--- config.mk ---
export PLATFORM = sky130hd
export DESIGN_NAME = r2p_final_flat
export DESIGN_NICKNAME = d
export VERILOG_FILES = /design/src/rtl/rect_to_polar_converter_core_defines.svh /design/src/rtl/r2p_pkg.sv /design/src/rtl/r2p_out_if.sv /design/src/rtl/r2p_final.sv /design/src/flat_wrapper.sv
export SDC_FILE = /design/constraint.sdc
export NUM_CORES = 1
export LEC_CHECK = 0
export BUFFER_PORTS_ARGS = -buffer_cell sky130_fd_sc_hd__buf_2
export CORE_MARGIN = 2
export CORE_UTILIZATION = 44
export DETAILED_ROUTE_END_ITERATION = 6
export HOLD_SLACK_MARGIN = 0.12
export PLACE_DENSITY = 0.74
export SYNTH_ARGS = -nofsm -noshare
export SYNTH_HDL_FRONTEND = slang
export SYNTH_SLANG_ARGS = --single-unit
--- constraint.sdc ---
create_clock -name clk -period 3.31 [get_ports clk]
set_clock_uncertainty 0.2 [all_clocks]
set_input_delay 0.662 -clock clk [delete_from_list [all_inputs] [get_ports clk]]
set_output_delay 0.662 -clock clk [all_outputs]
set_load 0.02 [all_outputs]
--- src/rtl/rect_to_polar_converter_core_defines.svh ---
// Assertion macros for the rectangular to polar converter.
// Bodies expect a clock named clk and a synchronous reset named rst in scope.
`ifndef RECT_TO_POLAR_CONVERTER_CORE_DEFINES_SVH
`define RECT_TO_POLAR_CONVERTER_CORE_DEFINES_SVH

// Condition must hold in the same cycle as the trigger.
`define R2P_ASSERT_SAME(lbl, ante, cons, msg) \
  lbl: assert property (@(posedge clk) disable iff (rst) (ante) |-> (cons)) else $error(msg);

// Condition must hold in the cycle after the trigger.
`define R2P_ASSERT_NEXT(lbl, ante, cons, msg) \
  lbl: assert property (@(posedge clk) disable iff (rst) (ante) |=> (cons)) else $error(msg);

`endif

--- src/rtl/r2p_pkg.sv ---
// Shared constants for the rectangular to polar converter.
// No dependencies.
`default_nettype none

package r2p_pkg;

  localparam int SAMPLE_WIDTH_DEF = 16;
  localparam int ANGLE_STEPS_DEF  = 16;

  // CORDIC datapath: samples prescaled so that they sit just below bit 40
  localparam int CORDIC_FRAC = 40;
  localparam int CORDIC_XW   = 44;
  localparam int CORDIC_ZW   = 35;   // angle in Q2.30 with headroom

  localparam int PHASE_W      = 16;
  localparam int PHASE_PI_Q13 = 25736;
  localparam int PHASE_SHIFT  = 17;  // Q2.30 -> Q3.13
  localparam int PHASE_ROUND  = 65536;

  localparam logic signed [CORDIC_ZW-1:0] PI_Q30 = CORDIC_ZW'(64'sd3373259426);
  // half pi placed so that the final rounding yields exactly 12868
  localparam logic signed [CORDIC_ZW-1:0] HALF_PI_Z = CORDIC_ZW'(64'sd1686634496);

  localparam logic [31:0] ATAN_Q30 [0:31] = '{
    32'h3243F6A9, 32'h1DAC6705, 32'h0FADBAFD, 32'h07F56EA7,
    32'h03FEAB77, 32'h01FFD55C, 32'h00FFFAAB, 32'h007FFF55,
    32'h003FFFEB, 32'h001FFFFD, 32'h00100000, 32'h00080000,
    32'h00040000, 32'h00020000, 32'h00010000, 32'h00008000,
    32'h00004000, 32'h00002000, 32'h00001000, 32'h00000800,
    32'h00000400, 32'h00000200, 32'h00000100, 32'h00000080,
    32'h00000040, 32'h00000020, 32'h00000010, 32'h00000008,
    32'h00000004, 32'h00000002, 32'h00000001, 32'h00000000
  };

endpackage

`default_nettype wire

--- src/rtl/r2p_out_if.sv ---
// Result channel: valid/ready handshake carrying magnitude and phase per item.
// No dependencies.
`default_nettype none

interface r2p_out_if #(
  parameter int SAMPLE_WIDTH = 16
) ();
  logic                    valid;
  logic                    ready;
  logic [SAMPLE_WIDTH-1:0] magnitude;
  logic signed [15:0]      phase;
  logic                    last_result;

  modport source (output valid, magnitude, phase, last_result, input ready);
  modport sink (input valid, magnitude, phase, last_result, output ready);
endinterface

`default_nettype wire

--- src/rtl/r2p_final.sv ---
// Output stage: root rounding, phase rounding and clamp, result register.
// Uses r2p_pkg and the r2p_out_if channel.
`default_nettype none

module r2p_final import r2p_pkg::*; #(
  parameter int SAMPLE_WIDTH = SAMPLE_WIDTH_DEF
) (
  input  logic                          clk,
  input  logic                          rst,
  input  logic                          in_valid,
  output logic                          in_ready,
  input  logic signed [CORDIC_ZW-1:0]   in_z,
  input  logic [SAMPLE_WIDTH-1:0]       in_root,
  input  logic [SAMPLE_WIDTH:0]         in_rem,
  input  logic                          in_last,
  r2p_out_if.source                     results
);

  localparam int SW = SAMPLE_WIDTH;
  localparam logic signed [CORDIC_ZW-1:0] PMAX = CORDIC_ZW'(PHASE_PI_Q13);
  localparam logic signed [CORDIC_ZW-1:0] PMIN = -CORDIC_ZW'(PHASE_PI_Q13);

  logic                        en;
  logic [SW-1:0]               mag_next;
  logic signed [CORDIC_ZW-1:0] zsum, zr;
  logic signed [PHASE_W-1:0]   phase_next;

  assign en       = !results.valid || results.ready;
  assign in_ready = en;

  always_comb begin
    // round half up: bump when remainder exceeds root; top stays below 2^SW
    mag_next = in_root + SW'(in_rem > {1'b0, in_root});
    zsum     = in_z + CORDIC_ZW'(PHASE_ROUND);
    zr       = zsum >>> PHASE_SHIFT;
    if (zr > PMAX) begin
      phase_next = PHASE_W'(PMAX);
    end else if (zr < PMIN) begin
      phase_next = PHASE_W'(PMIN);
    end else begin
      phase_next = PHASE_W'(zr);
    end
  end

  always_ff @(posedge clk) begin
    if (rst) begin
      results.valid <= 1'b0;
    end else if (en) begin
      results.valid <= in_valid;
    end
  end

  always_ff @(posedge clk) begin
    if (en && in_valid) begin
      results.magnitude   <= mag_next;
      results.phase       <= phase_next;
      results.last_result <= in_last;
    end
  end

endmodule

`default_nettype wire

--- src/flat_wrapper.sv ---
// flat-port wrapper written by rule: the top's interface ports become plain ports
module r2p_final_flat import r2p_pkg::*;
#(
  parameter int SAMPLE_WIDTH = SAMPLE_WIDTH_DEF
)
  (clk, rst, in_valid, in_ready, in_z, in_root, in_rem, in_last, results_valid, results_magnitude, results_phase, results_last_result, results_ready);
  r2p_out_if #(.SAMPLE_WIDTH(SAMPLE_WIDTH)) results_i ();
  input  logic clk;
  input  logic rst;
  input  logic in_valid;
  output logic in_ready;
  input  logic signed [CORDIC_ZW-1:0] in_z;
  input  logic [SAMPLE_WIDTH-1:0] in_root;
  input  logic [SAMPLE_WIDTH:0] in_rem;
  input  logic in_last;
  output wire logic [$bits(results_i.valid)-1:0] results_valid;
  output wire logic [$bits(results_i.magnitude)-1:0] results_magnitude;
  output wire logic [$bits(results_i.phase)-1:0] results_phase;
  output wire logic [$bits(results_i.last_result)-1:0] results_last_result;
  input wire logic [$bits(results_i.ready)-1:0] results_ready;
  assign results_valid = results_i.valid;
  assign results_magnitude = results_i.magnitude;
  assign results_phase = results_i.phase;
  assign results_last_result = results_i.last_result;
  assign results_i.ready = results_ready;
  r2p_final #(.SAMPLE_WIDTH(SAMPLE_WIDTH)) u_core (.clk(clk), .rst(rst), .in_valid(in_valid), .in_ready(in_ready), .in_z(in_z), .in_root(in_root), .in_rem(in_rem), .in_last(in_last), .results(results_i));
endmodule
=== Word-level counts from Yosys, hierarchy flattened ===
Index checks and enable logic that the tools add are counted.

* $add $sub $neg: 2
* Reductions and logical operators: 4
* Magnitude comparators: 3
* Multiplexer cells: 1

{| class="wikitable"
|+ Operator list
! operator !! number
|-
| adder 35 x 18 -> 35 bit (second input constant) || 1
|-
| greater-than comparator 18 x 16 -> 1 bit (second input constant) || 1
|-
| < comparator 18 x 16 -> 1 bit (second input constant) || 1
|-
| greater-than comparator 17 x 16 -> 1 bit || 1
|-
| adder 16 x 1 -> 16 bit || 1
|-
| two-way mux 16 bit || 1
|-
| OR reduction 2 bit || 1
|-
| logical AND 1 bit || 1
|-
| zero test 1 bit || 1
|-
| logical OR 1 bit || 1
|}

* Bits of input ports: 73
* Output and inout port bits: 35
* Word-level logic and storage cells: 15
* Bits in registers: 34

=== Logic depth before layout (Yosys ltp) ===
Gate-level depths: netlist (run 1).

* Word-level depth: 3
* Depth in mapped cells: 15
* Mapped depth without buffers: 15

=== Worst setup path after synthesis (run 1) ===
No wires, ideal clock.

* Kind: in2reg
* Start point: input in_root[2]
* End point: register u_core.results.magnitude[14], data pin
* Required time: 2.852 ns
* Cell stages on the path: 15
* Path buffers: 0
* Arrival time: 2.910 ns
* Slack: -0.058 ns
* Library setup time: 0.258 ns
* Cells stage by stage: inv_1 -> ha_1 -> a21o_1 -> a21o_1 -> a211oi_1 -> o21a_1 -> o21ai_0 -> a2111oi_0 -> o21bai_1 -> ha_1 -> ha_1 -> nand2_1 -> nor2_1 -> nand2_1 -> xnor2_1

* Word-level cells in the longest chain between the ends: 2

{| class="wikitable"
|+ RTL lines
! element !! RTL line !! source
|-
| from (decl) || flat_wrapper.sv:13 || <nowiki>input logic [SAMPLE_WIDTH-1:0] in_root;</nowiki>
|-
| greater-than comparator 17 x 16 -> 1 bit || r2p_final.sv:33 || <nowiki>mag_next = in_root + SW'(in_rem > {1'b0, in_root});</nowiki>
|-
| adder 16 x 1 -> 16 bit * || r2p_final.sv:33 ||
|-
| named net u_core.mag_next[14] || r2p_final.sv:24 || <nowiki>logic [SW-1:0] mag_next;</nowiki>
|-
| to (signal assigned) || r2p_final.sv:55 || <nowiki>results.magnitude <= mag_next;</nowiki>
|-
| to (decl) || r2p_out_if.sv:14 || <nowiki>modport source (output valid, magnitude, phase, last_result, input ready);</nowiki>
|}

The timed path passes the listed nets; every way through them passes the cells marked *.
A chain may end at the register's enable or synchronous reset.

=== Worst setup path in the final report (run 1) ===
* Start point: input in_root[6]
* End point: register u_core.results.magnitude[12], data pin

Same word-level chain as after synthesis.

==> key figures, run 1 <==
Timing
  • Post-layout min period: 3.10 ns
  • Max-slew violations: 0
  • Max_slew headroom: 0.528
  • Actual slew at the worst max-slew pin: 0.702 ns
  • Final Hold Fails: 0
  • Final Setup Violations: 0
  • Part of the cycle the worst path needs: 0.936
  • Max Clk Rate: 323 MHz
  • Unrepaired setup endpoints after global routing: no

Placement
  • Final Wtd Congestion: 0.943
  • Port Buf Inserts: 91
  • DP HPWL: 4920 µm

Detailed routing
  • Drt pass-1 iters: 6
  • Vias: 2374
  • Initial detailed-routing violation count: 127
  • Via density: 5.22
  • DRC viols: 0
  • WL final: 6040 µm
  • Avg WL per Cell: 13.3 µm
  • Antenna viol nets, final: 0

Power
  • Pwr Density: 370 nW/µm²
  • Final Power: 1280 µW
  • P_leak: 0.00155 µW
  • Maximum VDD drop: 0.000479 V

Min path
  • Worst Hold Class: reg -> reg
  • Hold path depth: 2
  • Hold Crit Start: u_core.results.valid
  • WHS Endpoint: u_core.results.valid

Floorplanning
  • IO Pins: 108
  • Initial Utilization: 0.449
  • # rows: 28
  • Die area: 6570 µm²
  • Die X: 81.0 µm
  • CORE AREA: 5820 µm²
  • Die Y: 81.0 µm

Layout
  • ANT cells: 0
  • Nets: 471
  • Share of layout cells above drive strength 1: 0.374
  • Layout Utilization: 0.595
  • Area growth from synthesis to layout: 32.4%

CTS
  • H-tree depth: 2
  • Clock-pin slew on the worst setup and hold paths: 0.07 ns
  • Clock root buffer master: clkbuf_8
  • CTS Hold Bufs: 0
  • Worst-Skew Late Latency: 0.28 ns
  • CTS tree: done
  • CTS Buffer Depth: 2
  • CTS Buf Count: 5
  • Number of clock sinks: 34

Worst setup path
  • Slowest CP cell: a2111oi_1
  • Critical path class: in -> reg
  • CP max FO: 3
  • Crit path cell chain: buf_2 -> inv_1 -> ha_1 -> a21o_1 -> a21o_1 -> a21oi_1 -> o21a_1 -> o21ai_0 -> a2111oi_1 -> o21bai_1 -> ha_2 -> ha_2 -> nand2_2 -> nor2_1 -> nand2_1 -> xnor2_1
  • Required time of the critical path: 3.14 ns
  • Slowest stage delay, CP: 0.33 ns
  • CP Launch Type: input port
  • Worst reg2reg path depth: 3
  • Reg2reg setup slack: 1.86 ns
  • Critical path data arrival time: 2.92 ns
  • Setup crit end kind: flip-flop
  • Worst r2r dst: u_core.results.magnitude[4]
  • Reg2reg start: u_core.results.valid

Synthesis
  • Area share of the largest cell type after synthesis: 0.379
  • Yosys warns: 0
  • Post-synth EDFFs: 33
  • Post-Synth Simple-Gate Area: 0.209
  • Synthesized area per cell: 9.74 µm²
  • Synth Area in XOR/XNOR: 0.0901
  • Sequential-to-total area share from yosys stat: 0.387
  • Syn Nets: 360
  • Synth Register Bits: 34
  • Synth area leader: edfxtp_1
  • Primary FF master, synth: edfxtp_1
  • Count of unique library cells instantiated by Yosys: 53
  • Combinational family with the most area after synthesis: simple AND/OR/NAND/NOR gates
  • Top-count cell post-synth: edfxtp_1
  • Synth Area in Compound Gates: 0.153
  • Ys async rst share: 0
  • Adder-cell share of the synthesized area: 0.0910
  • Synth top cells by count: 33 x edfxtp_1, 22 x inv_1, 19 x ha_1
  • Mapped Cells: 268
  • Post-Synthesis Cell Area: 2610 µm²
  • Mux contribution to synthesized area: 0.00383
  • Top post-synthesis cells by area: edfxtp_1 38%, ha_1 9.1%, xnor2_1 6.0%

Status
  • Status: finished clean

Run
  • Max-cap viol count: 0

Global route
  • Global-route wire length before repair: 9570 µm
  • Number of global-route vias before repair: 2140
  • All-layer global routing usage: 0.185
  • Largest net degree at the start of global routing: 34
  • Initial antenna violation count: 0
  • Global route overflow: 0
## layout make-up
| type | instances | area (µm²) |
|---|---|---|
| fillers | 548 | 2360 |
| multi-input cells | 198 | 1470 |
| flip-flops and latches | 34 | 1010 |
| repair buffers | 118 | 658 |
| well taps | 75 | 93.8 |
| clock buffers | 6 | 82.6 |
| inverters | 22 | 82.6 |
| clock inverters | 2 | 60.1 |
## cells in the final DEF (no fill, tap or decap), types with 5 or more instances in the layout
cell type	n
inv_1	21
edfxtp_1	33
xor2_1	7
o21ai_0	5
ha_1	16
clkbuf_8	6
nand4_1	12
buf_2	91
and3_1	7
nand2_1	12
buf_4	27
a21oi_1	18
nand3_1	14
a21o_1	9
xnor2_1	18
and4_1	5
nor2_1	10
o21bai_1	5
nor3_1	8
## state kept, by name, indices dropped and copies added, names as in the netlist
signal                      cells
u_core.results.magnitude       16
u_core.results.phase           16
u_core.results.last_result      1
u_core.results.valid            1
## through the flow
step,instance area (µm²),setup TNS [ns],setup WS [ns],hold slack (ns),instances
finish,3460,0,0.213,0.320,455
global route,3460,0,0.0133,0.323,455
CTS,3430,-0.0130,-0.00463,0.332,455
detailed placement,3280,-3.55,-0.325,0.322,447
global placement,3280,-3.71,-0.322,0.288,447
floorplan,2610,0,0.0103,0.529,268
## where the power goes
part	leakage, µW	switching (µW)	total, µW	internal, µW
logic	0.00115	171	298	127
registers	0.000328	7.80	519	512
clock network	0.0000714	140	461	321
total	0.00155	319	1280	960
## cell families (layout without fill, tap and decap cells)
logic type | count (synthesis) | count (layout)
compound gates | 59 | 59
xor+xnor | 26 | 26
fa+ha+maj | 19 | 19
buf+inv | 36 | 148
flops | 34 | 34
mux | 1 | 1
simple gates | 93 | 93
## critical path, delay by kind of cell
| family | cells | cell delay (ns) |
|---|---|---|
| adder cells (fa/ha/maj) | 3 | 0.69 |
| AND/OR/NAND/NOR | 3 | 0.23 |
| AO/OA/AOI/OAI | 7 | 1.15 |
| XOR/XNOR | 1 | 0.06 |
| buffers and inverters | 2 | 0.14 |
## how the worst max path moves through the flow
stage | depth (start not counted) | end | start
final | 16 | u_core.results.magnitude[12] | in_root[6]
after global routing | 16 | u_core.results.magnitude[13] | in_root[4]
after CTS | 16 | u_core.results.magnitude[15] | in_root[2]
after detailed placement | 16 | u_core.results.magnitude[12] | in_root[2]
after global placement | 16 | u_core.results.magnitude[14] | in_root[2]
after floorplan | 15 | u_core.results.magnitude[14] | in_root[2]
## repair_timing
item | 4_1_cts | 5_1_grt
pin swaps | 2 | 4
buffers inserted | 0 | 0
endpoints found under the setup margin | 5 | 13
resized for setup | 3 | 5
## metal layers
metal | share of wire | routed length, µm | track usage | vias up
li1 | - | - | - | 1227
met4 | 0.0036 | 22 | 0.0373 | 0
met5 | 0 | 0 | 0 | -
met2 | 0.48 | 2900 | 0.302 | 71
met3 | 0.060 | 364 | 0.0444 | 2
met1 | 0.45 | 2750 | 0.252 | 1074
(Power assumes the default switching activity.)
==> run 2: changes to the inputs <==
--- a/config.mk
+++ b/config.mk
@@ -5,12 +5,14 @@
 export SDC_FILE = /design/constraint.sdc
 export NUM_CORES = 1
 export LEC_CHECK = 0
+export ABC_AREA = 1
 export BUFFER_PORTS_ARGS = -buffer_cell sky130_fd_sc_hd__buf_2
 export CORE_MARGIN = 2
-export CORE_UTILIZATION = 44
+export CORE_UTILIZATION = 49
 export DETAILED_ROUTE_END_ITERATION = 6
 export HOLD_SLACK_MARGIN = 0.12
-export PLACE_DENSITY = 0.74
+export PLACE_DENSITY = 0.78
 export SYNTH_ARGS = -nofsm -noshare
 export SYNTH_HDL_FRONTEND = slang
 export SYNTH_SLANG_ARGS = --single-unit
+export TNS_END_PERCENT = 5
==> constraint.sdc (replaced) <==
create_clock -name clk -period 2.95 [get_ports clk]
set_clock_uncertainty 0.2 [all_clocks]
set_input_delay 0.59 -clock clk [delete_from_list [all_inputs] [get_ports clk]]
set_output_delay 0.59 -clock clk [all_outputs]
set_load 0.02 [all_outputs]
==> key figures, run 2 <==
Status
  • Status: complete, but fails checks
  • Failing checks: negative setup slack

Worst setup path
  • Critical path class: in -> reg
  • Most used cell, CP: buf_4
  • CP Launch Type: input port
  • Reg2reg setup slack: 1.52 ns
  • Worst Setup SP: in_root[7]
  • Worst r2r dst: u_core.results.magnitude[3]
  • Reg2reg start: u_core.results.valid
  • Worst reg2reg path depth: 2
  • Critical path data arrival time: 3.15 ns
  • Slowest CP cell: buf_4
  • Setup crit end: u_core.results.magnitude[11]
  • Crit path cell chain: buf_8 -> inv_4 -> buf_4 -> buf_4 -> buf_4 -> buf_4 -> buf_4 -> buf_4 -> buf_4 -> buf_4 -> buf_4 -> buf_4 -> buf_4 -> buf_4 -> buf_4 -> buf_4 -> buf_6 -> nor2_4 -> nand4_1 -> buf_4 -> xor2_1
  • Required time of the critical path: 2.79 ns
  • CP max FO: 3
  • Slowest stage delay, CP: 0.19 ns
  • Setup crit end kind: flip-flop

Timing
  • Max Clk Rate: 302 MHz
  • Post-route worst setup slack: -0.357 ns
  • Setup TNS: -2.59 ns
  • Unrepaired setup endpoints after global routing: yes
  • Post-layout min period: 3.31 ns
  • Actual slew at the worst max-slew pin: 0.416 ns
  • Final Setup Violations: 10
  • Part of the cycle the worst path needs: 1.12
  • Max_slew headroom: 0.723
  • Final Hold Fails: 0
  • Max-slew violations: 0

Layout
  • ANT cells: 0
  • Share of layout cells above drive strength 1: 0.438
  • Regs by FF count: u_core.results.magnitude (16), u_core.results.phase (16)
  • Area growth from synthesis to layout: 55.0%
  • Fill cells: 340
  • Nets: 607
  • Most frequent cells in the layout: 92 x nand2_1, 86 x buf_2, 70 x buf_4
  • Most common cell after layout, fill and taps aside: nand2_1

Floorplanning
  • IO Pins: 108
  • Die X: 77.6 µm
  • CORE AREA: 5170 µm²
  • # rows: 26
  • Die area: 6030 µm²
  • Initial Utilization: 0.514
  • Die Y: 77.6 µm

CTS
  • Worst-Skew Late Latency: 0.29 ns
  • CTS Hold Bufs: 0
  • CTS Buf Count: 5
  • Number of clock sinks: 34
  • H-tree depth: 2
  • Clock root buffer master: clkbuf_8
  • Clock-pin slew on the worst setup and hold paths: 0.07 ns
  • CTS tree: done
  • CTS Buffer Depth: 2

Detailed routing
  • Vias: 3043
  • WL final: 8570 µm
  • Drt pass-1 iters: 6
  • DRC viols: 0
  • Via density: 5.19
  • Antenna viol nets, final: 0
  • Avg WL per Cell: 14.6 µm
  • Initial detailed-routing violation count: 226

Run
  • Max-cap viol count: 0

Synthesis
  • Mapped Cells: 350
  • Top-count cell post-synth: nand2_1
  • Synth area leader: edfxtp_1
  • Post-Synthesis Cell Area: 2660 µm²
  • Post-synth EDFFs: 33
  • Syn Nets: 442
  • Ys async rst share: 0
  • Yosys warns: 0
  • Sequential-to-total area share from yosys stat: 0.380
  • Synth Register Bits: 34
  • Synthesized area per cell: 7.59 µm²
  • Synth top cells by count: 92 x nand2_1, 65 x inv_1, 33 x edfxtp_1, 33 x nor2_1, 21 x nand3_1
  • Primary FF master, synth: edfxtp_1
  • Top post-synthesis cells by area: edfxtp_1 37%, nand2_1 13%, inv_1 9.2%
  • Area share of the largest cell type after synthesis: 0.373
  • Count of unique library cells instantiated by Yosys: 28

Placement
  • Final Wtd Congestion: 0.863
  • DP HPWL: 5290 µm
  • Port Buf Inserts: 91

Global route
  • Global route overflow: 0
  • Met3 Use GR: 0.0581
  • Largest net degree at the start of global routing: 34
  • Grt peak-use layer: met2
  • Global-route wire length before repair: 13300 µm
  • Met2 GRT Util: 0.491
  • All-layer global routing usage: 0.281
  • M1 GR Usage: 0.315
  • Number of global-route vias before repair: 2917
  • Initial antenna violation count: 0

Min path
  • Worst Hold Class: in -> reg

Power
  • Pwr Density: 379 nW/µm²
  • P_leak: 0.00209 µW
  • Maximum VDD drop: 0.000403 V
  • Final Power: 1560 µW
## run 2: layer usage
metal	wire length (µm)	share of wire
met1	3150	0.37
met5	0	0
met4	478	0.056
met2	4380	0.51
met3	559	0.065
## run 2: what timing repair did
action                                  4_1_cts  5_1_grt
buffers inserted                             27        2
endpoints found under the setup margin        9       12
pin swaps                                    19       15
hold endpoints to repair                      0        0
resized for setup                            41       13
## run 2: how the worst min path moves through the flow
| stage | startpoint | endpoint | slack [ns] | depth (start not counted) |
|---|---|---|---|---|
| 2_1_floorplan | rst | u_core.results.valid | 0.46 | 1 |
| 3_5_place_dp | u_core.results.valid | u_core.results.valid | 0.34 | 2 |
| 6_report | rst | u_core.results.valid | 0.24 | 2 |
| 4_1_cts | rst | u_core.results.valid | 0.25 | 2 |
| 3_3_place_gp | u_core.results.valid | u_core.results.valid | 0.31 | 2 |
| 5_1_grt | rst | u_core.results.valid | 0.24 | 2 |
## run 2: power by group
part	internal (µW)	switching, µW
logic	187	259
clock network	360	173
registers	572	9.48
total	1120	442
## run 2: cell families (layout without fill, tap and decap cells)
logic type	Yosys count	after routing	synth area share
fa+ha+maj	19	19	0.0895
simple gates	189	189	0.327
xor+xnor	16	16	0.0527
flops	34	34	0.380
buf+inv	72	238	0.107
compound gates	20	20	0.0428
## run 2: area by class of cell
cell class | count | area, µm² | area share
clock inverter | 2 | 60.1 | 0.0146
timing repair buffer | 160 | 1000 | 0.244
sequential | 34 | 1010 | 0.245
inverter | 70 | 268 | 0.0650
tap | 70 | 87.6 | 0.0213
multi-input combinational | 244 | 1610 | 0.390
clock buffer | 6 | 82.6 | 0.0200
## run 2: metrics by stage
stage | cell area (µm²) | hold WS (ns) | worst slack, ns | cells | util
6_report | 4120 | 0.244 | -0.357 | 586 | 0.796
4_1_cts | 4040 | 0.251 | -0.308 | 584 | 0.781
2_1_floorplan | 2670 | 0.459 | -0.409 | 350 | -
3_3_place_gp | 3510 | 0.307 | -0.566 | 549 | 0.678
3_5_place_dp | 3510 | 0.340 | -0.717 | 549 | 0.678
5_1_grt | 4120 | 0.245 | -0.462 | 586 | 0.796
## run 2: worst max-delay path, delay by kind of cell
kind	cells	cell delay, ns
buffers and inverters	18	2.16
xor gates and xnor gates	1	0.15
and+or+nand+nor	2	0.23
==> run 3: changes to the inputs <==
--- a/config.mk
+++ b/config.mk
@@ -5,7 +5,6 @@
 export SDC_FILE = /design/constraint.sdc
 export NUM_CORES = 1
 export LEC_CHECK = 0
-export ABC_AREA = 1
 export BUFFER_PORTS_ARGS = -buffer_cell sky130_fd_sc_hd__buf_2
 export CORE_MARGIN = 2
 export CORE_UTILIZATION = 49
==> key figures, run 3 (synthesis results as in run 1) <==
Layout
  • Most frequent cells in the layout: 90 x buf_2, 59 x buf_4, 33 x edfxtp_1
  • Most common cell after layout, fill and taps aside: buf_2
  • Regs by FF count: u_core.results.magnitude (16), u_core.results.phase (16)
  • Layout Utilization: 0.719
  • Nets: 504
  • Cell area after layout: 3700 µm²
  • Share of layout cells above drive strength 1: 0.433
  • Area growth from synthesis to layout: 41.6%
  • ANT cells: 0

Worst setup path
  • Stages on the worst setup path: 14
  • Worst reg2reg path depth: 3
  • Delay-heaviest family, CP: compound AO/OA/AOI/OAI gates
  • Reg2reg start: u_core.results.valid
  • Critical path buffers and inverters: 2
  • Crit path cell chain: buf_2 -> inv_2 -> ha_1 -> a21o_1 -> a21o_1 -> a21oi_1 -> o21a_1 -> o21ai_1 -> a2111oi_2 -> o21bai_1 -> ha_2 -> ha_4 -> and4_1 -> xnor2_1
  • Critical path data arrival time: 2.91 ns
  • Critical path class: in -> reg
  • Most used cell, CP: a21o_1
  • Reg2reg setup slack: 1.48 ns
  • Setup crit end kind: flip-flop
  • CP max FO: 4
  • Worst r2r dst: u_core.results.phase[9]
  • Slowest CP cell: a2111oi_2
  • Required time of the critical path: 2.78 ns
  • CP Launch Type: input port
  • Slowest stage delay, CP: 0.34 ns

CTS
  • CTS Hold Bufs: 0
  • CTS tree: done
  • H-tree depth: 2
  • Number of clock sinks: 34
  • Worst-Skew Late Latency: 0.28 ns
  • Clock root buffer master: clkbuf_8
  • Clock-pin slew on the worst setup and hold paths: 0.06 ns
  • CTS Buffer Depth: 2
  • CTS Buf Count: 5

Timing
  • Final Setup Violations: 12
  • Hold_ws: 0.259 ns
  • Part of the cycle the worst path needs: 1.04
  • Unrepaired setup endpoints after global routing: yes
  • Max_slew headroom: 0.714
  • Max Clk Rate: 325 MHz
  • Post-layout min period: 3.08 ns
  • Final Hold Fails: 0
  • Post-route worst setup slack: -0.130 ns
  • Actual slew at the worst max-slew pin: 0.429 ns
  • Max-slew violations: 0

Floorplanning
  • Die X: 77 µm
  • Die Y: 77 µm
  • # rows: 26
  • CORE AREA: 5140 µm²
  • Initial Utilization: 0.508
  • IO Pins: 108
  • Die area: 5930 µm²

Min path
  • Hold path depth: 2
  • Hold Crit Start: rst
  • WHS Endpoint: u_core.results.valid
  • Worst Hold Class: in -> reg

Detailed routing
  • Vias: 2583
  • Via density: 5.35
  • Antenna viol nets, final: 0
  • Drt pass-1 iters: 4
  • Avg WL per Cell: 13.8 µm
  • DRC viols: 0
  • WL final: 6680 µm
  • Initial detailed-routing violation count: 92

Global route
  • Largest net degree at the start of global routing: 34
  • Number of global-route vias before repair: 2398
  • Global route overflow: 0
  • Global-route wire length before repair: 10700 µm
  • All-layer global routing usage: 0.222
  • Initial antenna violation count: 0

Placement
  • Post-place setup slack: -0.421 ns
  • Port Buf Inserts: 91
  • DP HPWL: 5150 µm
  • Placed instance area: 3550 µm²
  • Final Wtd Congestion: 0.881

Status
  • Status: complete, but fails checks
  • Failing checks: negative setup slack

Power
  • Maximum VDD drop: 0.000341 V
  • Final Power: 1300 µW
  • P_leak: 0.00170 µW
  • Pwr Density: 351 nW/µm²

Run
  • Max-cap viol count: 0
run 3: area by class of cell:
type	count	area [µm²]
Clock buffer	6	72.6
Clock inverter	2	8.76
Fill cell	432	1440
Inverter	22	87.6
Multi-Input combinational cell	198	1500
Sequential cell	34	1010
Tap cell	70	87.6
Timing Repair Buffer	151	928
run 3: worst max-delay path by stage:
stage,to,slack (ns),from
3_5_place_dp,u_core.results.magnitude[10],-0.42,in_root[2]
5_1_grt,u_core.results.magnitude[10],-0.23,in_root[6]
2_1_floorplan,u_core.results.magnitude[10],-0.12,in_root[2]
3_3_place_gp,u_core.results.magnitude[10],-0.39,in_root[2]
4_1_cts,u_core.results.magnitude[10],-0.09,in_root[2]
6_report,u_core.results.magnitude[10],-0.13,in_root[6]
run 3: per-stage QoR:
step / setup TNS, ns / std cells
3_5_place_dp: -5.24 / 473
4_1_cts: -0.431 / 483
5_1_grt: -2.32 / 483
2_1_floorplan: -0.334 / 268
3_3_place_gp: -4.60 / 473
6_report: -0.819 / 483
run 3: power by group:
| part | leakage (µW) | switching, µW | internal (µW) |
|---|---|---|---|
| logic | 0.00133 | 207 | 179 |
| registers | 0.000328 | 10.1 | 574 |
| clock network | 0.0000426 | 165 | 162 |
| total | 0.00170 | 382 | 915 |
run 3: repair_timing:
item                                    CTS  global route
pin swaps                                12             5
gates resized for setup                   7             5
endpoints found under the setup margin   10            14
buffers inserted                          2             0
cloned                                    0             0
run 3: metal layers:
metal,global-route usage,vias to the layer above,wire length [µm]
met5,0,-,0
met4,0.0554,0,58
met3,0.0424,5,340
met2,0.382,76,3270
met1,0.287,1209,3010
li1,-,1293,-
run 3: worst register-to-register path: stages (launching register included):
cell and delay, ns:
dfxtp_1 0.31, nand2b_1 0.09, and2_1 0.13, buf_4 0.38
